[src/design/spe_pkg.sv]
// Shared types, constants and elaboration-time tables for the sinusoidal
// position encoder. No dependencies.
package spe_pkg;

    localparam int CFG_BITS      = 13;
    localparam int SEQ_POS_BITS  = 16;
    localparam int PAIR_BITS     = 11;
    localparam int DIVIDEND_BITS = 32;
    localparam int EXP_BITS      = 20;
    localparam int FRAC_STEPS    = 16;
    localparam int INT_BITS      = EXP_BITS - FRAC_STEPS;
    localparam int FREQ_BITS     = 33;
    localparam int ROOT_BITS     = 32;
    localparam int ANGLE_BITS    = 35;
    localparam int Z_BITS        = 36;
    localparam int XY_BITS       = 34;
    localparam int ATAN_BITS     = 34;
    localparam int CORDIC_STEPS  = 32;

    localparam logic [CFG_BITS-1:0] RESET_MODEL_WIDTH = 13'd512;
    localparam logic [31:0] LOG2_BASE_Q16 = 32'd870824;
    localparam logic [63:0] TWO_PI_Q32 = 64'd26986075409;
    localparam logic [63:0] QUARTER_PI_Q32 = 64'd3373259426;
    localparam logic signed [Z_BITS-1:0] TWO_PI_Z  = 36'sd26986075409;
    localparam logic signed [Z_BITS-1:0] PI_Z      = 36'sd13493037705;
    localparam logic signed [Z_BITS-1:0] HALF_PI_Z = 36'sd6746518852;
    localparam logic signed [XY_BITS-1:0] CORDIC_GAIN_Q30 = 34'sd652032874;

    typedef struct packed {
        logic valid;
        logic oor;
    } item_ctl_t;

    typedef struct packed {
        logic valid;
        logic oor;
        logic neg;
    } rot_ctl_t;

    typedef logic [ROOT_BITS-1:0] root_tab_t [FRAC_STEPS];
    typedef logic [ATAN_BITS-1:0] atan_tab_t [CORDIC_STEPS];

    function automatic logic [63:0] isqrt64(input logic [63:0] v_in);
        logic [63:0] v;
        logic [63:0] r;
        logic [63:0] b;
        int n;
        v = v_in;
        r = '0;
        b = 64'h4000_0000_0000_0000;
        for (n = 0; n < 32; n++) begin
            if (b > v) b = b >> 2;
        end
        for (n = 0; n < 32; n++) begin
            if (b != 0) begin
                if (v >= r + b) begin
                    v = v - (r + b);
                    r = (r >> 1) + b;
                end
                else begin
                    r = r >> 1;
                end
                b = b >> 2;
            end
        end
        return r;
    endfunction

    // Restoring division, used only while building constant tables.
    function automatic logic [63:0] udiv64(input logic [63:0] num, input logic [63:0] den);
        logic [63:0] q;
        logic [64:0] r;
        int b;
        q = '0;
        r = '0;
        for (b = 63; b >= 0; b--) begin
            r = {r[63:0], num[b]};
            if (r >= {1'b0, den}) begin
                r = r - {1'b0, den};
                q[b] = 1'b1;
            end
        end
        return q;
    endfunction

    // Entry j holds 2^(-2^-(j+1)) in Q0.32.
    function automatic root_tab_t make_root_tab();
        root_tab_t t;
        logic [63:0] s;
        int j;
        s = isqrt64(64'h8000_0000_0000_0000);
        t[0] = s[ROOT_BITS-1:0];
        for (j = 1; j < FRAC_STEPS; j++) begin
            s = isqrt64({t[j-1], 32'h0});
            t[j] = s[ROOT_BITS-1:0];
        end
        return t;
    endfunction

    // Entry i holds atan(2^-i) in Q.32 from a truncated Taylor series.
    function automatic atan_tab_t make_atan_tab();
        atan_tab_t t;
        logic [63:0] s;
        logic [63:0] term;
        logic [63:0] odd;
        logic [63:0] amt;
        logic [63:0] rnd;
        int i;
        int n;
        t[0] = QUARTER_PI_Q32[ATAN_BITS-1:0];
        for (i = 1; i < CORDIC_STEPS; i++) begin
            s = '0;
            for (n = 0; n < 31; n++) begin
                odd = 64'(2 * n + 1);
                amt = odd * 64'(i);
                if (amt <= 64'd60) begin
                    term = udiv64(64'd1 << (64'd60 - amt), odd);
                    if ((n % 2) == 0) s = s + term;
                    else s = s - term;
                end
            end
            rnd = (s + (64'd1 << 27)) >> 28;
            t[i] = rnd[ATAN_BITS-1:0];
        end
        return t;
    endfunction

    localparam root_tab_t ROOT_TAB = make_root_tab();
    localparam atan_tab_t ATAN_TAB = make_atan_tab();

endpackage

[src/design/spe_angle.sv]
// Angle pipeline: position times frequency in two partial products, reduction
// modulo 2*pi by reciprocal multiplication with one correction step, and
// folding into [-pi/2, pi/2]. Uses spe_pkg.
module spe_angle #(
    parameter int POSITION_BITS = 16
) (
    input  logic                             clk,
    input  logic                             rst_n,
    input  spe_pkg::item_ctl_t               in_ctl,
    input  logic [POSITION_BITS-1:0]         in_pos,
    input  logic [spe_pkg::FREQ_BITS-1:0]    in_freq,
    output spe_pkg::rot_ctl_t                out_ctl,
    output logic signed [spe_pkg::Z_BITS-1:0] out_z
);
    import spe_pkg::*;

    localparam int LO_BITS   = 16;
    localparam int HI_BITS   = FREQ_BITS - LO_BITS;
    localparam int PROD_BITS = POSITION_BITS + FREQ_BITS;
    localparam int SCL_BITS  = 30;
    localparam int EST_BITS  = PROD_BITS - SCL_BITS;
    localparam int RCP_SHIFT = POSITION_BITS + 8;
    localparam int RCP_BITS  = POSITION_BITS + 5;
    localparam int Q_BITS    = POSITION_BITS;
    localparam logic [63:0] RCP_FULL = (64'd1 << (RCP_SHIFT + SCL_BITS)) / TWO_PI_Q32;
    localparam logic [RCP_BITS-1:0] RCP = RCP_FULL[RCP_BITS-1:0];

    item_ctl_t                         mu_ctl_reg;
    logic [POSITION_BITS+HI_BITS-1:0]  mu_hi_reg;
    logic [POSITION_BITS+LO_BITS-1:0]  mu_lo_reg;
    item_ctl_t                         sm_ctl_reg;
    logic [PROD_BITS-1:0]              sm_prod_reg;
    item_ctl_t                         qe_ctl_reg;
    logic [PROD_BITS-1:0]              qe_prod_reg;
    logic [Q_BITS-1:0]                 qe_q_reg;
    item_ctl_t                         qm_ctl_reg;
    logic [PROD_BITS-1:0]              qm_prod_reg;
    logic [PROD_BITS-1:0]              qm_sub_reg;
    item_ctl_t                         rs_ctl_reg;
    logic [PROD_BITS-1:0]              rs_val_reg;
    item_ctl_t                         rc_ctl_reg;
    logic [ANGLE_BITS-1:0]             rc_val_reg;
    rot_ctl_t                          fo_ctl_reg;
    logic signed [Z_BITS-1:0]          fo_z_reg;

    logic [EST_BITS+RCP_BITS-1:0] est_prod;
    logic [PROD_BITS-1:0]         rs_fix;
    logic signed [Z_BITS-1:0]     z_wrap;
    logic signed [Z_BITS-1:0]     z_fold;
    logic                         z_neg;

    // The quotient estimate is low by at most one, so a single
    // compare and subtract finishes the reduction.
    assign est_prod = (EST_BITS+RCP_BITS)'(sm_prod_reg[PROD_BITS-1:SCL_BITS]) *
                      (EST_BITS+RCP_BITS)'(RCP);
    assign rs_fix   = (rs_val_reg >= PROD_BITS'(TWO_PI_Q32)) ?
                      rs_val_reg - PROD_BITS'(TWO_PI_Q32) : rs_val_reg;

    always_comb
    begin
        z_wrap = $signed({1'b0, rc_val_reg});
        if (z_wrap > PI_Z) z_wrap = z_wrap - TWO_PI_Z;
        z_fold = z_wrap;
        z_neg  = 1'b0;
        if (z_wrap > HALF_PI_Z)
        begin
            z_fold = z_wrap - PI_Z;
            z_neg  = 1'b1;
        end
        else if (z_wrap < -HALF_PI_Z)
        begin
            z_fold = z_wrap + PI_Z;
            z_neg  = 1'b1;
        end
    end

    always_ff @(posedge clk or negedge rst_n)
    begin
        if (!rst_n)
        begin
            mu_ctl_reg <= '0;
            sm_ctl_reg <= '0;
            qe_ctl_reg <= '0;
            qm_ctl_reg <= '0;
            rs_ctl_reg <= '0;
            rc_ctl_reg <= '0;
            fo_ctl_reg <= '0;
        end
        else
        begin
            mu_ctl_reg       <= in_ctl;
            sm_ctl_reg       <= mu_ctl_reg;
            qe_ctl_reg       <= sm_ctl_reg;
            qm_ctl_reg       <= qe_ctl_reg;
            rs_ctl_reg       <= qm_ctl_reg;
            rc_ctl_reg       <= rs_ctl_reg;
            fo_ctl_reg.valid <= rc_ctl_reg.valid;
            fo_ctl_reg.oor   <= rc_ctl_reg.oor;
            fo_ctl_reg.neg   <= z_neg;
        end
    end

    always_ff @(posedge clk)
    begin
        mu_hi_reg   <= (POSITION_BITS+HI_BITS)'(in_pos) *
                       (POSITION_BITS+HI_BITS)'(in_freq[FREQ_BITS-1:LO_BITS]);
        mu_lo_reg   <= (POSITION_BITS+LO_BITS)'(in_pos) *
                       (POSITION_BITS+LO_BITS)'(in_freq[LO_BITS-1:0]);
        sm_prod_reg <= PROD_BITS'({mu_hi_reg, {LO_BITS{1'b0}}}) + PROD_BITS'(mu_lo_reg);
        qe_prod_reg <= sm_prod_reg;
        qe_q_reg    <= est_prod[RCP_SHIFT +: Q_BITS];
        qm_prod_reg <= qe_prod_reg;
        qm_sub_reg  <= PROD_BITS'(qe_q_reg) * PROD_BITS'(TWO_PI_Q32);
        rs_val_reg  <= qm_prod_reg - qm_sub_reg;
        rc_val_reg  <= rs_fix[ANGLE_BITS-1:0];
        fo_z_reg    <= z_fold;
    end

    assign out_ctl = fo_ctl_reg;
    assign out_z   = fo_z_reg;

endmodule

[config.mk]
export PLATFORM = sky130hd
export DESIGN_NAME = spe_angle
export DESIGN_NICKNAME = d
export VERILOG_FILES = /design/src/design/spe_pkg.sv /design/src/design/spe_angle.sv
export SDC_FILE = /design/constraint.sdc
export NUM_CORES = 2
export LEC_CHECK = 0
export BUFFER_PORTS_ARGS = -buffer_cell sky130_fd_sc_hd__buf_2
export CAP_MARGIN = 10
export CORE_MARGIN = 2
export CORE_UTILIZATION = 55
export CTS_BUF_LIST = sky130_fd_sc_hd__clkbuf_8
export DETAILED_ROUTE_END_ITERATION = 10
export HOLD_SLACK_MARGIN = 0.1
export PLACE_DENSITY_LB_ADDON = 0.05
export SETUP_SLACK_MARGIN = 0.4
export SLEW_MARGIN = 0
export SYNTH_ARGS = -nofsm -noshare
export SYNTH_HDL_FRONTEND = slang
export SYNTH_SLANG_ARGS = --single-unit
[constraint.sdc]
create_clock -name clk -period 9.4 [get_ports clk]
set_input_delay 1.41 -clock clk [delete_from_list [all_inputs] [get_ports clk]]
set_output_delay 1.41 -clock clk [all_outputs]
set_load 0.02 [all_outputs]
==> key figures <==
Status
  – Status: completed

Clock network
  – Hold Buf Count CTS: 0
  – Post-CTS setup buffer count: 0
  – CTS max path bufs: 3
  – Worst-Skew Late Latency: 0.67 ns
  – H-tree depth: 3
  – CTS buffer count: 72
  – Clock transition at path regs: ~0.07 ns
  – Clock sinks: a little over 400
  – CTS tree: built
  – Post-CTS resize count: 0
  – Root Driver: clkbuf_8

Route
  – Metal2 WL: ~56 mm
  – Number of DRC markers in iteration 0: ~1,600
  – Vias: around 34,000
  – Detail Route Antenna Nets: 0
  – Wire length on met1: between 40 and 50 mm
  – Top Metal Used: met5
  – Routed wire per std cell: between 15 and 20 um
  – Number of remaining DRC errors: 0
  – Via density per instance: 5.42
  – Drt pass-1 iters: 5
  – WL final: about 110 mm
  – Metal3 WL: 5.00 mm

Critical path
  – RR Startpoint: qe_q_reg[1]$_DFF_P_
  – Critical Path RT: between 9 and 10 ns
  – Max incr delay on CP: ~0.60 ns
  – Most frequent CP cell: fa_1
  – Crit path arrival time: between 8 and 9 ns
  – Worst setup endpoint: mu_lo_reg[31]$_DFF_P_
  – CP Capture Type: flop
  – Reg2Reg Setup Slack: 2.07 ns
  – CP top delay family: adder cells
  – Worst path bufs/invs: 4
  – Cell count along the critical path: 24
  – CP Launch Type: primary input
  – Worst-path maximum fanout: 33
  – WS Path Type: primary input to flop
  – CP startpoint: in_pos[9]
  – Reg2reg path depth: 20
  – Reg2reg end: qm_sub_reg[47]$_DFF_P_
  – Cell Chain, Critical Path: buf_2 -> nand2_1 -> fa_1 -> fa_1 -> fa_1 -> inv_1 -> fa_1 -> fa_1 -> inv_1 -> fa_1 -> inv_1 -> ha_1 -> a21o_1 -> a21oi_1 -> o31ai_1 -> a21o_1 -> a2111oi_0 -> o311ai_0 -> a31oi_1 -> nor2b_1 -> o21ai_0 -> nand2b_1 -> o31ai_1 -> xnor2_1
  – Slowest-stage cell, CP: buf_2

Global route
  – First-pass GRT wire length: 186 mm
  – Antenna violations before repair: 7
  – Vias in the first global route: between 30,000 and 40,000
  – GR Util All Layers: 0.270
  – Largest net degree at the start of global routing: 41
  – Grt total ovfl: 0

Synthesis
  – Synth top cells by count: 947 x inv_1, 672 x fa_1, 602 x ha_1
  – Number of synthesized flops with an enable pin: 0
  – Syn Std Cell Area: 46,800 um2
  – Unique masters post-synth: 93
  – Yosys warns: 0
  – Average cell area after synthesis: between 9 and 10 um2
  – Top-count cell post-synth: inv_1
  – Yosys top cell by area: fa_1
  – Synth top area share: 0.287
  – Ys async rst share: 0.0365
  – Prevailing post-synth register cell: dfxtp_1
  – Top post-synthesis cells by area: fa_1 29%, dfxtp_1 17%, ha_1 16%, inv_1 7.6%, and2_1 3.7%
  – Sequential-to-total area share from yosys stat: 0.177
  – Seq cells post-synth: between 400 and 500
  – Post-synth net total: ~6,300
  – Post-synthesis cell count: 4,998

Layout
  – Filler instances: 7,562
  – Fin cells: around 6,200
  – Utilization after layout: 0.589
  – Reg area: ~8300 um2
  – Layout area overhead: 6.66%
  – Multi-input logic area: between 30,000 and 40,000 um2
  – Nets: 6,362
  – Share of layout cells above drive strength 1: 0.0554

Timing
  – Final clock skew: around 0.057 ns
  – Fmax: 131 MHz
  – Final worst-path setup slack: 1.78 ns
  – Pins Over Slew Limit: 0
  – Relative slew slack: 0.287
  – Tcrit/Tclk final: 0.811
  – Final Hold Violating Endpoints: 0
  – Final setup viols: 0
  – Final TNS setup: 0 ns
  – Fin crit period: approximately 7.6 ns
  – Worst-Margin Slew: about 1.1 ns
  – RSZ-0062 raised after global routing: false

Placement
  – Worst Setup Slack post-DPL: around 1.2 ns
  – DPL Wire Length: 93.6 mm
  – RePlAce Congestion: between 0.9 and 1
  – Port Buffers: approximately 90
  – Placed cells: 6,104

Floorplan
  – Row cnt: roughly 110
  – Total Die Area: 87,500 um2
  – I/O pin total: 92
  – Chip width: around 300 um
  – Core Box Area: roughly 85,000 um2
  – Die Height: between 200 and 300 um
  – Initial Util: 0.553

Hold path
  – Worst min path class: flop to flop

Flow run
  – MaxCap Viol Count: 0
final cells by class:
type / count / share of cell area
Clock buffer: 95 / 0.0262
Inverter: 947 / 0.0712
Clock inverter: 37 / 0.00719
Multi-Input combinational cell: 3492 / 0.688
Antenna cell: 4 / 0.000200
Tap cell: 1144 / 0.0287
Timing Repair Buffer: 111 / 0.0121
Sequential cell: 411 / 0.166
stage by stage:
step,hold WS [ns],cell area (um2)
2_1_floorplan,0.310,46800
3_3_place_gp,0.310,48300
3_5_place_dp,0.312,48300
4_1_cts,0.310,49900
5_1_grt,0.322,49900
6_report,0.314,49900
layout by cell type (no fill, tap or decap), types with 19 or more instances in the layout:
master / count
nand3_1: 85
ha_1: 602
o211ai_1: 26
nor4_1: 24
inv_1: 957
a31oi_1: 28
nand2b_1: 26
xnor2_1: 190
xor2_1: 89
o21a_1: 41
nor2_1: 204
clkbuf_8: 95
o21bai_1: 26
or2_2: 19
and3_1: 27
nor2b_1: 27
a21o_1: 71
buf_2: 91
fa_1: 672
nor3_1: 67
nand4_1: 25
a211oi_1: 22
dfxtp_1: 396
o21ai_0: 116
a21oi_1: 162
o31ai_1: 23
and2_1: 274
buf_4: 19
nand2_1: 408
worst min path at each step:
stage                       startpoint                       to  depth (start not counted)
4_1_cts           mu_lo_reg[4]$_DFF_P_   sm_prod_reg[4]$_DFF_P_                          0
2_1_floorplan   sm_prod_reg[0]$_DFF_P_   qe_prod_reg[0]$_DFF_P_                          0
6_report       sm_prod_reg[14]$_DFF_P_  qe_prod_reg[14]$_DFF_P_                          0
5_1_grt        sm_prod_reg[14]$_DFF_P_  qe_prod_reg[14]$_DFF_P_                          0
3_5_place_dp   sm_prod_reg[10]$_DFF_P_  qe_prod_reg[10]$_DFF_P_                          0
3_3_place_gp   qe_prod_reg[25]$_DFF_P_  qm_prod_reg[25]$_DFF_P_                          0
logic make-up (layout without fill, tap and decap cells):
| kind of cell | after synthesis | count (layout) | share of synthesized area |
|---|---|---|---|
| AND/OR/NAND/NOR | 1253 | 1253 | 0.134 |
| AO/OA/AOI/OAI | 681 | 681 | 0.0987 |
| buffers and inverters | 1095 | 1190 | 0.0887 |
| XOR/XNOR | 280 | 280 | 0.0525 |
| adder cells (fa/ha/maj) | 1274 | 1274 | 0.448 |
| flip-flops | 411 | 411 | 0.177 |
| multiplexers | 4 | 4 | 0.000882 |
| other | 0 | 4 | 0 |
per-layer routing:
layer,vias up,track usage
met2,808,0.459
met1,16724,0.360
met5,-,0
li1,16120,-
met4,2,0.0916
met3,201,0.0288
worst register-to-register path, cell delays in order, from the launching register on:
cell and delay [ns]:
dfxtp_1 0.74, ha_1 0.52, fa_1 0.50, ha_1 0.32, fa_1 0.49, inv_1 0.06
fa_1 0.51, fa_1 0.52, inv_1 0.04, ha_1 0.33, a21o_1 0.19, a21o_1 0.22
a311oi_1 0.71, o2111ai_1 0.34, a31o_2 0.35, and2_1 0.16, o31ai_1 0.39, a21oi_1 0.22
a211o_1 0.30, a21oi_1 0.18, xnor2_1 0.14
Power is not shown: default switching activity piles up to over one toggle a cycle in this logic, so the estimate is an artifact.
