File: src/design/spe_pkg.sv
// Shared types, constants and elaboration-time tables for the sinusoidal
// position encoder. No dependencies.
package spe_pkg;

    localparam int CFG_BITS      = 13;
    localparam int SEQ_POS_BITS  = 16;
    localparam int PAIR_BITS     = 11;
    localparam int DIVIDEND_BITS = 32;
    localparam int EXP_BITS      = 20;
    localparam int FRAC_STEPS    = 16;
    localparam int INT_BITS      = EXP_BITS - FRAC_STEPS;
    localparam int FREQ_BITS     = 33;
    localparam int ROOT_BITS     = 32;
    localparam int ANGLE_BITS    = 35;
    localparam int Z_BITS        = 36;
    localparam int XY_BITS       = 34;
    localparam int ATAN_BITS     = 34;
    localparam int CORDIC_STEPS  = 32;

    localparam logic [CFG_BITS-1:0] RESET_MODEL_WIDTH = 13'd512;
    localparam logic [31:0] LOG2_BASE_Q16 = 32'd870824;
    localparam logic [63:0] TWO_PI_Q32 = 64'd26986075409;
    localparam logic [63:0] QUARTER_PI_Q32 = 64'd3373259426;
    localparam logic signed [Z_BITS-1:0] TWO_PI_Z  = 36'sd26986075409;
    localparam logic signed [Z_BITS-1:0] PI_Z      = 36'sd13493037705;
    localparam logic signed [Z_BITS-1:0] HALF_PI_Z = 36'sd6746518852;
    localparam logic signed [XY_BITS-1:0] CORDIC_GAIN_Q30 = 34'sd652032874;

    typedef struct packed {
        logic valid;
        logic oor;
    } item_ctl_t;

    typedef struct packed {
        logic valid;
        logic oor;
        logic neg;
    } rot_ctl_t;

    typedef logic [ROOT_BITS-1:0] root_tab_t [FRAC_STEPS];
    typedef logic [ATAN_BITS-1:0] atan_tab_t [CORDIC_STEPS];

    function automatic logic [63:0] isqrt64(input logic [63:0] v_in);
        logic [63:0] v;
        logic [63:0] r;
        logic [63:0] b;
        int n;
        v = v_in;
        r = '0;
        b = 64'h4000_0000_0000_0000;
        for (n = 0; n < 32; n++) begin
            if (b > v) b = b >> 2;
        end
        for (n = 0; n < 32; n++) begin
            if (b != 0) begin
                if (v >= r + b) begin
                    v = v - (r + b);
                    r = (r >> 1) + b;
                end
                else begin
                    r = r >> 1;
                end
                b = b >> 2;
            end
        end
        return r;
    endfunction

    // Restoring division, used only while building constant tables.
    function automatic logic [63:0] udiv64(input logic [63:0] num, input logic [63:0] den);
        logic [63:0] q;
        logic [64:0] r;
        int b;
        q = '0;
        r = '0;
        for (b = 63; b >= 0; b--) begin
            r = {r[63:0], num[b]};
            if (r >= {1'b0, den}) begin
                r = r - {1'b0, den};
                q[b] = 1'b1;
            end
        end
        return q;
    endfunction

    // Entry j holds 2^(-2^-(j+1)) in Q0.32.
    function automatic root_tab_t make_root_tab();
        root_tab_t t;
        logic [63:0] s;
        int j;
        s = isqrt64(64'h8000_0000_0000_0000);
        t[0] = s[ROOT_BITS-1:0];
        for (j = 1; j < FRAC_STEPS; j++) begin
            s = isqrt64({t[j-1], 32'h0});
            t[j] = s[ROOT_BITS-1:0];
        end
        return t;
    endfunction

    // Entry i holds atan(2^-i) in Q.32 from a truncated Taylor series.
    function automatic atan_tab_t make_atan_tab();
        atan_tab_t t;
        logic [63:0] s;
        logic [63:0] term;
        logic [63:0] odd;
        logic [63:0] amt;
        logic [63:0] rnd;
        int i;
        int n;
        t[0] = QUARTER_PI_Q32[ATAN_BITS-1:0];
        for (i = 1; i < CORDIC_STEPS; i++) begin
            s = '0;
            for (n = 0; n < 31; n++) begin
                odd = 64'(2 * n + 1);
                amt = odd * 64'(i);
                if (amt <= 64'd60) begin
                    term = udiv64(64'd1 << (64'd60 - amt), odd);
                    if ((n % 2) == 0) s = s + term;
                    else s = s - term;
                end
            end
            rnd = (s + (64'd1 << 27)) >> 28;
            t[i] = rnd[ATAN_BITS-1:0];
        end
        return t;
    endfunction

    localparam root_tab_t ROOT_TAB = make_root_tab();
    localparam atan_tab_t ATAN_TAB = make_atan_tab();

endpackage

File: src/design/spe_front.sv
// Front end: configuration register, accept and range check of each
// transaction, and a short queue toward the arithmetic back end. Uses spe_pkg.
module spe_front #(
    parameter int POSITION_BITS   = 16,
    parameter int MAX_MODEL_WIDTH = 4096,
    parameter int WIDTH_BITS      = 13
) (
    input  logic                               clk,
    input  logic                               rst_n,
    input  logic                               start,
    output logic                               busy,
    input  logic [spe_pkg::SEQ_POS_BITS-1:0]   seq_pos,
    input  logic [spe_pkg::PAIR_BITS-1:0]      pair_num,
    input  logic                               cfg_write,
    input  logic [spe_pkg::CFG_BITS-1:0]       cfg_data,
    output spe_pkg::item_ctl_t                 q_ctl,
    output logic [POSITION_BITS-1:0]           q_pos,
    output logic [spe_pkg::DIVIDEND_BITS-1:0]  q_dividend,
    output logic [WIDTH_BITS-1:0]              q_width
);
    import spe_pkg::*;

    localparam int QUEUE_DEPTH = 2;
    localparam int PTR_BITS    = $clog2(QUEUE_DEPTH);
    localparam int CNT_BITS    = $clog2(QUEUE_DEPTH + 1);
    localparam int ENTRY_BITS  = 1 + POSITION_BITS + DIVIDEND_BITS + WIDTH_BITS;

    logic [CFG_BITS-1:0]   model_width_reg;
    logic [ENTRY_BITS-1:0] queue_reg [QUEUE_DEPTH];
    logic [PTR_BITS-1:0]   wr_ptr_reg;
    logic [PTR_BITS-1:0]   rd_ptr_reg;
    logic [CNT_BITS-1:0]   count_reg;
    logic [CNT_BITS-1:0]   count_next;

    logic                     push;
    logic                     pop;
    logic [31:0]              width_clamped;
    logic                     oor;
    logic [DIVIDEND_BITS-1:0] dividend;
    logic [ENTRY_BITS-1:0]    entry;
    logic [ENTRY_BITS-1:0]    head;

    assign busy = (count_reg == CNT_BITS'(QUEUE_DEPTH));
    assign push = start && !busy;
    assign pop  = (count_reg != '0);

    // A width above the supported maximum acts as the maximum.
    assign width_clamped = (32'(model_width_reg) > 32'(MAX_MODEL_WIDTH)) ?
                           32'(MAX_MODEL_WIDTH) : 32'(model_width_reg);
    assign oor      = (32'(pair_num) >= (width_clamped >> 1));
    assign dividend = DIVIDEND_BITS'({pair_num, 1'b0}) * LOG2_BASE_Q16;
    assign entry    = {oor, POSITION_BITS'(seq_pos), dividend,
                       width_clamped[WIDTH_BITS-1:0]};

    always_comb
    begin
        count_next = count_reg;
        if (push && !pop) count_next = count_reg + 1'b1;
        else if (!push && pop) count_next = count_reg - 1'b1;
    end

    always_ff @(posedge clk or negedge rst_n)
    begin
        if (!rst_n)
        begin
            model_width_reg <= RESET_MODEL_WIDTH;
            wr_ptr_reg      <= '0;
            rd_ptr_reg      <= '0;
            count_reg       <= '0;
        end
        else
        begin
            if (cfg_write) model_width_reg <= cfg_data;
            if (push) wr_ptr_reg <= wr_ptr_reg + 1'b1;
            if (pop) rd_ptr_reg <= rd_ptr_reg + 1'b1;
            count_reg <= count_next;
        end
    end

    always_ff @(posedge clk)
    begin
        if (push) queue_reg[wr_ptr_reg] <= entry;
    end

    assign head       = queue_reg[rd_ptr_reg];
    assign q_ctl.valid = pop;
    assign q_ctl.oor   = head[ENTRY_BITS-1];
    assign q_pos       = head[ENTRY_BITS-2 -: POSITION_BITS];
    assign q_dividend  = head[WIDTH_BITS +: DIVIDEND_BITS];
    assign q_width     = head[WIDTH_BITS-1:0];

endmodule

File: config.mk
export PLATFORM = sky130hd
export DESIGN_NAME = spe_front
export DESIGN_NICKNAME = d
export VERILOG_FILES = /design/src/design/spe_pkg.sv /design/src/design/spe_front.sv
export SDC_FILE = /design/constraint.sdc
export NUM_CORES = 1
export LEC_CHECK = 0
export ABC_AREA = 1
export BUFFER_PORTS_ARGS = -buffer_cell sky130_fd_sc_hd__buf_2
export CAP_MARGIN = 0
export CORE_UTILIZATION = 47
export CTS_BUF_LIST = sky130_fd_sc_hd__clkbuf_8
export CTS_CLUSTER_SIZE = 28
export DETAILED_ROUTE_END_ITERATION = 8
export PLACE_DENSITY = 0.67
export SYNTH_ARGS = -nofsm -noshare
export SYNTH_HDL_FRONTEND = slang
export SYNTH_SLANG_ARGS = --single-unit
export TNS_END_PERCENT = 50
File: constraint.sdc
create_clock -name clk -period 5 [get_ports clk]
set_clock_uncertainty 0.05 [all_clocks]
set_input_delay 0.75 -clock clk [delete_from_list [all_inputs] [get_ports clk]]
set_output_delay 0.75 -clock clk [all_outputs]
set_load 0.1 [all_outputs]
==> results.sh, run 1 <==
export IMPL_cts_setup_buffers=0
export IMPL_num_vias=6443
export IMPL_fp_dieW_um=140.4
export IMPL_synthXorXnorAreaFrac_pct=1.848
export IMPL_period_minus_slack_ns=4.568
export IMPL_setup_tns_final_ns=0
export IMPL_clk_pin_slew_worst_paths_ns=0.08
export IMPL_max_stage_delay_ns=0.53
export IMPL_fp_dieH_um=140.4
export IMPL_crit_fanout=6
export IMPL_numClockSinks=133
export IMPL_synthAdderAreaFrac_pct=23.20
export IMPL_yosysTopAreaCell="edfxtp_1"
export IMPL_grt_pass1_wl_um=29910
export IMPL_antenna_cells=0
export IMPL_min_period_over_period_pct=91.35
export IMPL_cts_htree_levels=4
export IMPL_dr_pass1_iters=5
export IMPL_cts_root_buf="clkbuf_8"
export IMPL_synth_edf_count=116
export IMPL_largest_reg_flops=116
export IMPL_finalSetupViolCount=0
export IMPL_cts_resized=0
export IMPL_grt_pass1_vias=6143
export IMPL_syn_area_mm2=0.009005
export IMPL_post_dp_hpwl_um=14520
export IMPL_drcViolationCount=0
export IMPL_start_kind="primary input"
export IMPL_dr_first_iter_drc_count=383
export IMPL_rsz0062_at_grt="no"
export IMPL_synth_simple_gate_area_share_pct=19.67
export IMPL_synthFlopType="edfxtp_1"
export IMPL_tightest_slew_ns=1.127
export IMPL_io_buffer_count=103
export IMPL_drive_gt1_share_pct=15.32
export IMPL_synthMuxAreaShare_pct=1.251
export IMPL_synth_top_family_by_area="adder cells"
export IMPL_drt_wirelength_per_cell_um=13.88
export IMPL_ys_seq_area_share_pct=43.42
export IMPL_ios=108
export IMPL_cp_num_buf_inv=3
export IMPL_nets=1277
export IMPL_fmax_mhz=218.9
export IMPL_gr_usage_all_layers_pct=19.80
export IMPL_crit_path_end_kind="register"
export IMPL_synth_top_cell_area_share_pct=38.68
export IMPL_cts_buffers=17
export IMPL_viasPerCell=4.819
export IMPL_crit_family="adder cells"
export IMPL_async_flop_share_pct=12.78
export IMPL_synth_compound_area_share_pct=1.626
export IMPL_slew_headroom_pct=24.88
export IMPL_final_cell_mix="351 x nand2_1, 184 x inv_1, 116 x edfxtp_1"
export IMPL_yosysUniqueCellTypes=32
export IMPL_hold_violations=0
export IMPL_yosysWarningCount=0
export IMPL_cp_arrival_ns=4.68
export IMPL_drv_slew=0
export IMPL_grt_overflow_total=0
export IMPL_cp_slowest_cell="fa_1"
export IMPL_maxCapViolations=0
export IMPL_row_count=50
export IMPL_postSynthCellCount=982
export IMPL_clock_latency_ns=0.43
export IMPL_yosys_top_cells_area="edfxtp_1 39%, nand2_1 15%, ha_1 14%"
export IMPL_area_growth_synth_to_final_pct=13.38
export IMPL_cts_tree="yes"
export IMPL_dp_cells=1305
export IMPL_antenna_found_initial=0
export IMPL_die_area_mm2=0.01972
export IMPL_core_mm2=0.01877
export IMPL_clockBufferDepth=2
export IMPL_layout_commonest_cell="nand2_1"
export IMPL_hold_path_class="in2async"
export IMPL_fillers=1688
export IMPL_stdcell_count=1337
export IMPL_grt_max_degree=60
export IMPL_cp_cell_sequence="buf_2 > ha_1 > xor2_1 > ha_1 > or2_2 > fa_1 > fa_1 > inv_1 > fa_1 > inv_1 > ha_1 > nand2_2 > nor2_1 > nand2_1 > nor2_1 > nand2_1 > nand4_1 > nand2_1"
export IMPL_outcome="completed"
export IMPL_ctsHoldBuffers=0
export IMPL_antenna_left=0
export IMPL_ys_ff_latch=133
export IMPL_critical_path_required_ns=5.11
export IMPL_place_congestion=0.9491
export IMPL_drt_total_wl_um=18560
export IMPL_crit_type="in2reg"
export IMPL_start_util_pct=47.98
export IMPL_synth_avg_cell_area_um2=9.170
[cells in the mapped netlist (all sizes together) (9+ instances only)]
cell type  count
clkbuf         9
fa            40
a21oi         19
nand2        358
nor2          43
buf           13
edfxtp       116
inv          184
nand3         25
mux2          10
xor2          15
dfrtp         16
ha           103
[per-stage QoR]
stage	util, %	cell area, µm²	hold WS, ns	setup WS, ns
finish	54.40	10210	0.1964	0.4324
global route	54.40	10210	0.1799	0.2066
CTS	54.40	10210	0.1725	0.4939
detailed placement	52.03	9764	0.4775	0.01907
global placement	52.03	9764	0.4707	0.05006
floorplan	-	9016	0.4044	0.4291
[cell type report]
cell class | instances | area, µm² | area share (%)
Multi-Input combinational cell | 646 | 4317 | 42.28
Tap cell | 234 | 292.8 | 2.868
Clock inverter | 15 | 211.5 | 2.071
Timing Repair Buffer | 108 | 553.0 | 5.417
Clock buffer | 17 | 234.0 | 2.292
Inverter | 184 | 690.7 | 6.765
Sequential cell | 133 | 3911 | 38.31
[final timing paths]
kind                       depth (start not counted)  slack (ns)                  to               start
max reg2reg                                        9        2.53    queue_reg[0][57]  model_width_reg[8]
max in group asynchronous                          1        4.37  model_width_reg[9]               rst_n
min reg2reg                                        1        0.49  model_width_reg[8]  model_width_reg[8]
min                                                1        0.20          wr_ptr_reg               rst_n
min in group clk                                   1        0.46    queue_reg[1][48]          seq_pos[7]
max                                               18        0.43    queue_reg[1][39]         pair_num[8]
[logic make-up after synthesis]
logic type	after synthesis
buffers and inverters	206
adders and majority gates	143
DFF	133
and+or+nand+nor	442
muxes	10
other	1
xor gates and xnor gates	19
AOI/OAI and AO/OA	28
[per-layer routing]
layer / global-route usage, % / vias to the layer above / share of wire (%)
li1: - / 3285 / -
met4: 5.610 / 0 / 1.1
met2: 32.37 / 151 / 46
met5: 0 / - / 0
met3: 3.966 / 15 / 4.7
met1: 26.74 / 2992 / 48
Power of run 1 is left out: the tool's default activity adds up to more than one toggle a clock period on the data nets, which glitch-free logic cannot reach.
==> run 2: changes to the inputs <==
PLACE_DENSITY = 0.78   (was 0.67)
==> run 2 against run 1 <==
Against the previous run:
- critical path depth up 1
- utilization down 0.073 points
- global-route usage shrank 0.62 points
- maximum frequency grew 0.26%
- sequential cell count did not move
==> results.sh, run 2 (same netlist as run 1, synthesis figures left out) <==
export IMPL_outcome="completed"
export IMPL_area_growth_synth_to_final_pct=13.23
export IMPL_layout_commonest_cell="nand2_1"
export IMPL_place_congestion=0.9380
export IMPL_drcViolationCount=0
export IMPL_stdcell_count=1337
export IMPL_dp_cells=1305
export IMPL_fp_dieH_um=140.4
export IMPL_hold_path_class="in2async"
export IMPL_slew_headroom_pct=27.94
export IMPL_row_count=50
export IMPL_crit_type="in2reg"
export IMPL_cts_buffers=17
export IMPL_cts_setup_buffers=0
export IMPL_final_cell_mix="351 x nand2_1, 183 x inv_1, 116 x edfxtp_1"
export IMPL_maxCapViolations=0
export IMPL_largest_reg_flops=116
export IMPL_tightest_slew_ns=1.078
export IMPL_drt_wirelength_per_cell_um=13.78
export IMPL_antenna_cells=0
export IMPL_cts_root_buf="clkbuf_8"
export IMPL_fp_dieW_um=140.4
export IMPL_grt_overflow_total=0
export IMPL_ctsHoldBuffers=0
export IMPL_cts_resized=0
export IMPL_setup_tns_final_ns=0
export IMPL_period_minus_slack_ns=4.556
export IMPL_crit_path_end_kind="register"
export IMPL_cp_cell_sequence="buf_2 > ha_1 > xor2_1 > ha_1 > or2_2 > fa_1 > fa_1 > inv_1 > fa_1 > inv_1 > ha_1 > nand2_2 > inv_1 > a21oi_1 > nor2_1 > nor2_1 > nand2_1 > nand2_1 > nand2_1"
export IMPL_cts_htree_levels=4
export IMPL_dr_pass1_iters=5
export IMPL_viasPerCell=4.850
export IMPL_cp_slowest_cell="fa_1"
export IMPL_num_vias=6484
export IMPL_drive_gt1_share_pct=15.50
export IMPL_grt_pass1_vias=6079
export IMPL_cp_arrival_ns=4.70
export IMPL_finalSetupViolCount=0
export IMPL_clock_latency_ns=0.45
export IMPL_post_dp_hpwl_um=14390
export IMPL_gr_usage_all_layers_pct=19.18
export IMPL_min_period_over_period_pct=91.12
export IMPL_place_area_mm2=0.009764
export IMPL_cts_tree="yes"
export IMPL_critical_path_required_ns=5.15
export IMPL_ios=108
export IMPL_drt_total_wl_um=18420
export IMPL_nets=1277
export IMPL_dr_first_iter_drc_count=459
export IMPL_fmax_mhz=219.5
export IMPL_antenna_left=0
export IMPL_holdWs_ns=0.1706
export IMPL_numClockSinks=133
export IMPL_crit_fanout=6
export IMPL_grt_max_degree=60
export IMPL_core_mm2=0.01877
export IMPL_drv_slew=0
export IMPL_rsz0062_at_grt="no"
export IMPL_clk_pin_slew_worst_paths_ns=0.08
export IMPL_die_area_mm2=0.01972
export IMPL_start_kind="primary input"
export IMPL_antenna_found_initial=0
export IMPL_max_stage_delay_ns=0.53
export IMPL_r2r_setup_slack_ns=2.47
export IMPL_critPathLaunch="pair_num[8]"
export IMPL_fin_area_mm2=0.01020
export IMPL_rr_startpoint="model_width_reg[8]"
export IMPL_start_util_pct=47.98
export IMPL_io_buffer_count=103
export IMPL_grt_pass1_wl_um=29060
export IMPL_hold_violations=0
export IMPL_clockBufferDepth=2
-- run 2: changes by cell type in the layout (fill, tap and decap cells not counted) --
| cell | before | now |
|---|---|---|
| bufinv_16 | 5 | 4 |
| clkinv_1 | 1 | 0 |
| clkinv_2 | 3 | 1 |
| clkinv_4 | 2 | 1 |
| inv_1 | 184 | 183 |
| inv_4 | 0 | 4 |
| inv_6 | 2 | 4 |
-- run 2: worst max-delay path: cells and delay by family --
kind	cells	cell delay, ns
fa+ha+maj	6	2.42
simple gates	7	0.81
xor+xnor	1	0.17
compound gates	1	0.26
buf+inv	4	0.29
-- run 2: layout make-up --
class | count | area, µm²
well taps | 234 | 292.8
multi-input cells | 646 | 4317
clock buffers | 17 | 234.0
flip-flops and latches | 133 | 3911
repair buffers | 108 | 553.0
inverters | 184 | 690.7
clock inverters | 15 | 197.7
fillers | 1623 | 8572
-- run 2: routing by layer --
layer / GRT usage [%] / vias to the layer above / part of all wire [%]
met5: 0 / - / 0
met4: 5.668 / 0 / 1.0
met1: 25.27 / 2993 / 45
met2: 32.16 / 182 / 48
met3: 3.590 / 17 / 6.2
li1: - / 3292 / -
-- run 2: metrics by stage --
stage | util (%) | setup slack (ns)
global placement | 52.03 | 0.04628
finish | 54.33 | 0.4442
global route | 54.33 | 0.2433
CTS | 54.33 | 0.4739
detailed placement | 52.03 | -0.008897
floorplan | - | 0.4291
-- run 2: path summary, 6_finish.rpt --
path | to | cells after the start
max in group asynchronous | model_width_reg[9] | 1
setup reg to reg | queue_reg[0][57] | 9
hold / removal | count_reg[0] | 1
hold reg to reg | queue_reg[1][12] | 0
setup / recovery | queue_reg[1][33] | 19
min in group clk | queue_reg[1][53] | 1
Power of run 2 is left out for the same reason.
==> run 3: changes to the inputs <==
RECOVER_POWER = 50   (was not set)
==> run 3 against run 2 <==
Against the previous run:
- the flow now finishes with violations (capacitance limit, slew limit)
- utilization fell by 0.17 points
- die area unchanged
- setup slack worse by 0.0095 ns
- cell area down 0.31%
- first-iteration DRC count is 3.5% higher
- hold slack gained 0.21 ns
- maximum frequency fell by 0.21%
- sequential cell count unchanged
- clock-buffer cell count stayed put
- register-to-register slack lost 1.5 ns
- global-route usage unchanged
- largest cell class unchanged
==> results.sh, run 3 (same netlist as run 1, synthesis figures left out) <==
export IMPL_post_dp_hpwl_um=14390
export IMPL_antenna_found_initial=0
export IMPL_fillers=1630
export IMPL_grt_pass1_wl_um=29060
export IMPL_antenna_left=0
export IMPL_drive_gt1_share_pct=14.23
export IMPL_met3_usage_pct=3.590
export IMPL_ios=108
export IMPL_maxCapViolations=4
export IMPL_largest_reg_flops=116
export IMPL_crit_fanout=6
export IMPL_gr_usage_met2_pct=32.16
export IMPL_viasPerCell=4.821
export IMPL_grt_overflow_total=0
export IMPL_num_vias=6446
export IMPL_layout_commonest_cell="nand2_1"
export IMPL_critical_path_required_ns=5.14
export IMPL_dp_cells=1305
export IMPL_met1_usage_pct=25.27
export IMPL_layout_setup_ws_ns=0.4347
export IMPL_slew_headroom_pct=-107.5
export IMPL_clk_pin_slew_worst_paths_ns=0.08
export IMPL_cts_root_buf="clkbuf_8"
export IMPL_hold_path_class="in2async"
export IMPL_drt_wirelength_per_cell_um=13.69
export IMPL_tightest_slew_ns=3.101
export IMPL_multi_input_area_mm2=0.004302
export IMPL_regArea_mm2=0.003911
export IMPL_period_minus_slack_ns=4.565
export IMPL_setup_tns_final_ns=0
export IMPL_clockBufferDepth=2
export IMPL_start_kind="primary input"
export IMPL_grt_max_degree=60
export IMPL_min_period_over_period_pct=91.31
export IMPL_dr_first_iter_drc_count=475
export IMPL_cts_buffers=17
export IMPL_ctsHoldBuffers=0
export IMPL_drcViolationCount=0
export IMPL_dr_pass1_iters=4
export IMPL_drt_total_wl_um=18310
export IMPL_place_congestion=0.9380
export IMPL_place_ws_ns=-0.008897
export IMPL_nets=1277
export IMPL_stdcell_count=1337
export IMPL_hold_violations=0
export IMPL_die_area_mm2=0.01972
export IMPL_start_util_pct=47.98
export IMPL_outcome="complete, but fails checks"
export IMPL_grt_busiest_layer="met2"
export IMPL_finalSetupViolCount=0
export IMPL_clock_latency_ns=0.45
export IMPL_cp_arrival_ns=4.71
export IMPL_crit_path_end_kind="register"
export IMPL_fp_dieH_um=140.4
export IMPL_io_buffer_count=103
export IMPL_fmax_mhz=219.0
export IMPL_fp_dieW_um=140.4
export IMPL_violations="capacitance limit, slew limit"
export IMPL_numClockSinks=133
export IMPL_cts_tree="yes"
export IMPL_fin_area_mm2=0.01016
export IMPL_core_mm2=0.01877
export IMPL_antenna_cells=0
export IMPL_rsz0062_at_grt="no"
export IMPL_drv_slew=160
export IMPL_crit_type="in2reg"
export IMPL_gr_usage_all_layers_pct=19.18
export IMPL_area_growth_synth_to_final_pct=12.88
export IMPL_place_area_mm2=0.009764
export IMPL_cts_setup_buffers=0
export IMPL_row_count=50
export IMPL_final_cell_mix="351 x nand2_1, 184 x inv_1, 116 x edfxtp_1"
export IMPL_cts_resized=0
export IMPL_grt_pass1_vias=6079
export IMPL_cts_htree_levels=4
-- run 3: changes by cell type in the layout (fill, tap and decap cells not counted), sizes merged --
cell	delta
clkbuf	+11
buf	-11
-- run 3: worst max-delay path, stage by stage --
cell and delay, ns:
buf_2 0.15, ha_1 0.33, xor2_1 0.17, ha_1 0.17, or2_2 0.30, fa_1 0.47
fa_1 0.53, inv_1 0.06, fa_1 0.53, inv_1 0.04, ha_1 0.39, nand2_2 0.13
inv_1 0.04, a21oi_1 0.26, nor2_1 0.07, nor2_1 0.13, nand2_1 0.07, nand2_1 0.05
nand2_1 0.06
-- run 3: final timing paths --
| kind | start | cells past startpoint | end | slack (ns) |
|---|---|---|---|---|
| worst max-delay path | pair_num[8] | 19 | queue_reg[1][33] | 0.43 |
| worst min-delay path | rst_n | 1 | model_width_reg[2] | 0.38 |
| worst max register to register | count_reg[1] | 4 | queue_reg[0][30] | 0.96 |
| worst min register to register | wr_ptr_reg | 2 | wr_ptr_reg | 0.48 |
| max in group asynchronous | rst_n | 1 | rd_ptr_reg | 3.87 |
| min in group clk | seq_pos[12] | 1 | queue_reg[1][53] | 0.44 |
-- run 3: final cells by class --
cell class,instances,share of cell area [%]
inverters,184,6.795
well taps,234,2.880
clock buffers,17,2.302
repair buffers,108,5.281
multi-input cells,646,42.32
flip-flops and latches,133,38.48
clock inverters,15,1.945
-- run 3: stage by stage --
stage / hold slack (ns) / util (%)
6_report: 0.3779 / 54.16
5_1_grt: 0.3998 / 54.16
4_1_cts: 0.1616 / 54.33
3_5_place_dp: 0.4548 / 52.03
3_3_place_gp: 0.4496 / 52.03
2_1_floorplan: 0.4044 / -
-- run 3: metal layers --
| layer | vias to the layer above | part of all wire, % |
|---|---|---|
| met4 | 0 | 1.1 |
| met1 | 2974 | 45 |
| met3 | 17 | 5.8 |
| li1 | 3289 | - |
| met5 | - | 0 |
| met2 | 166 | 48 |
Power of run 3 is left out for the same reason.
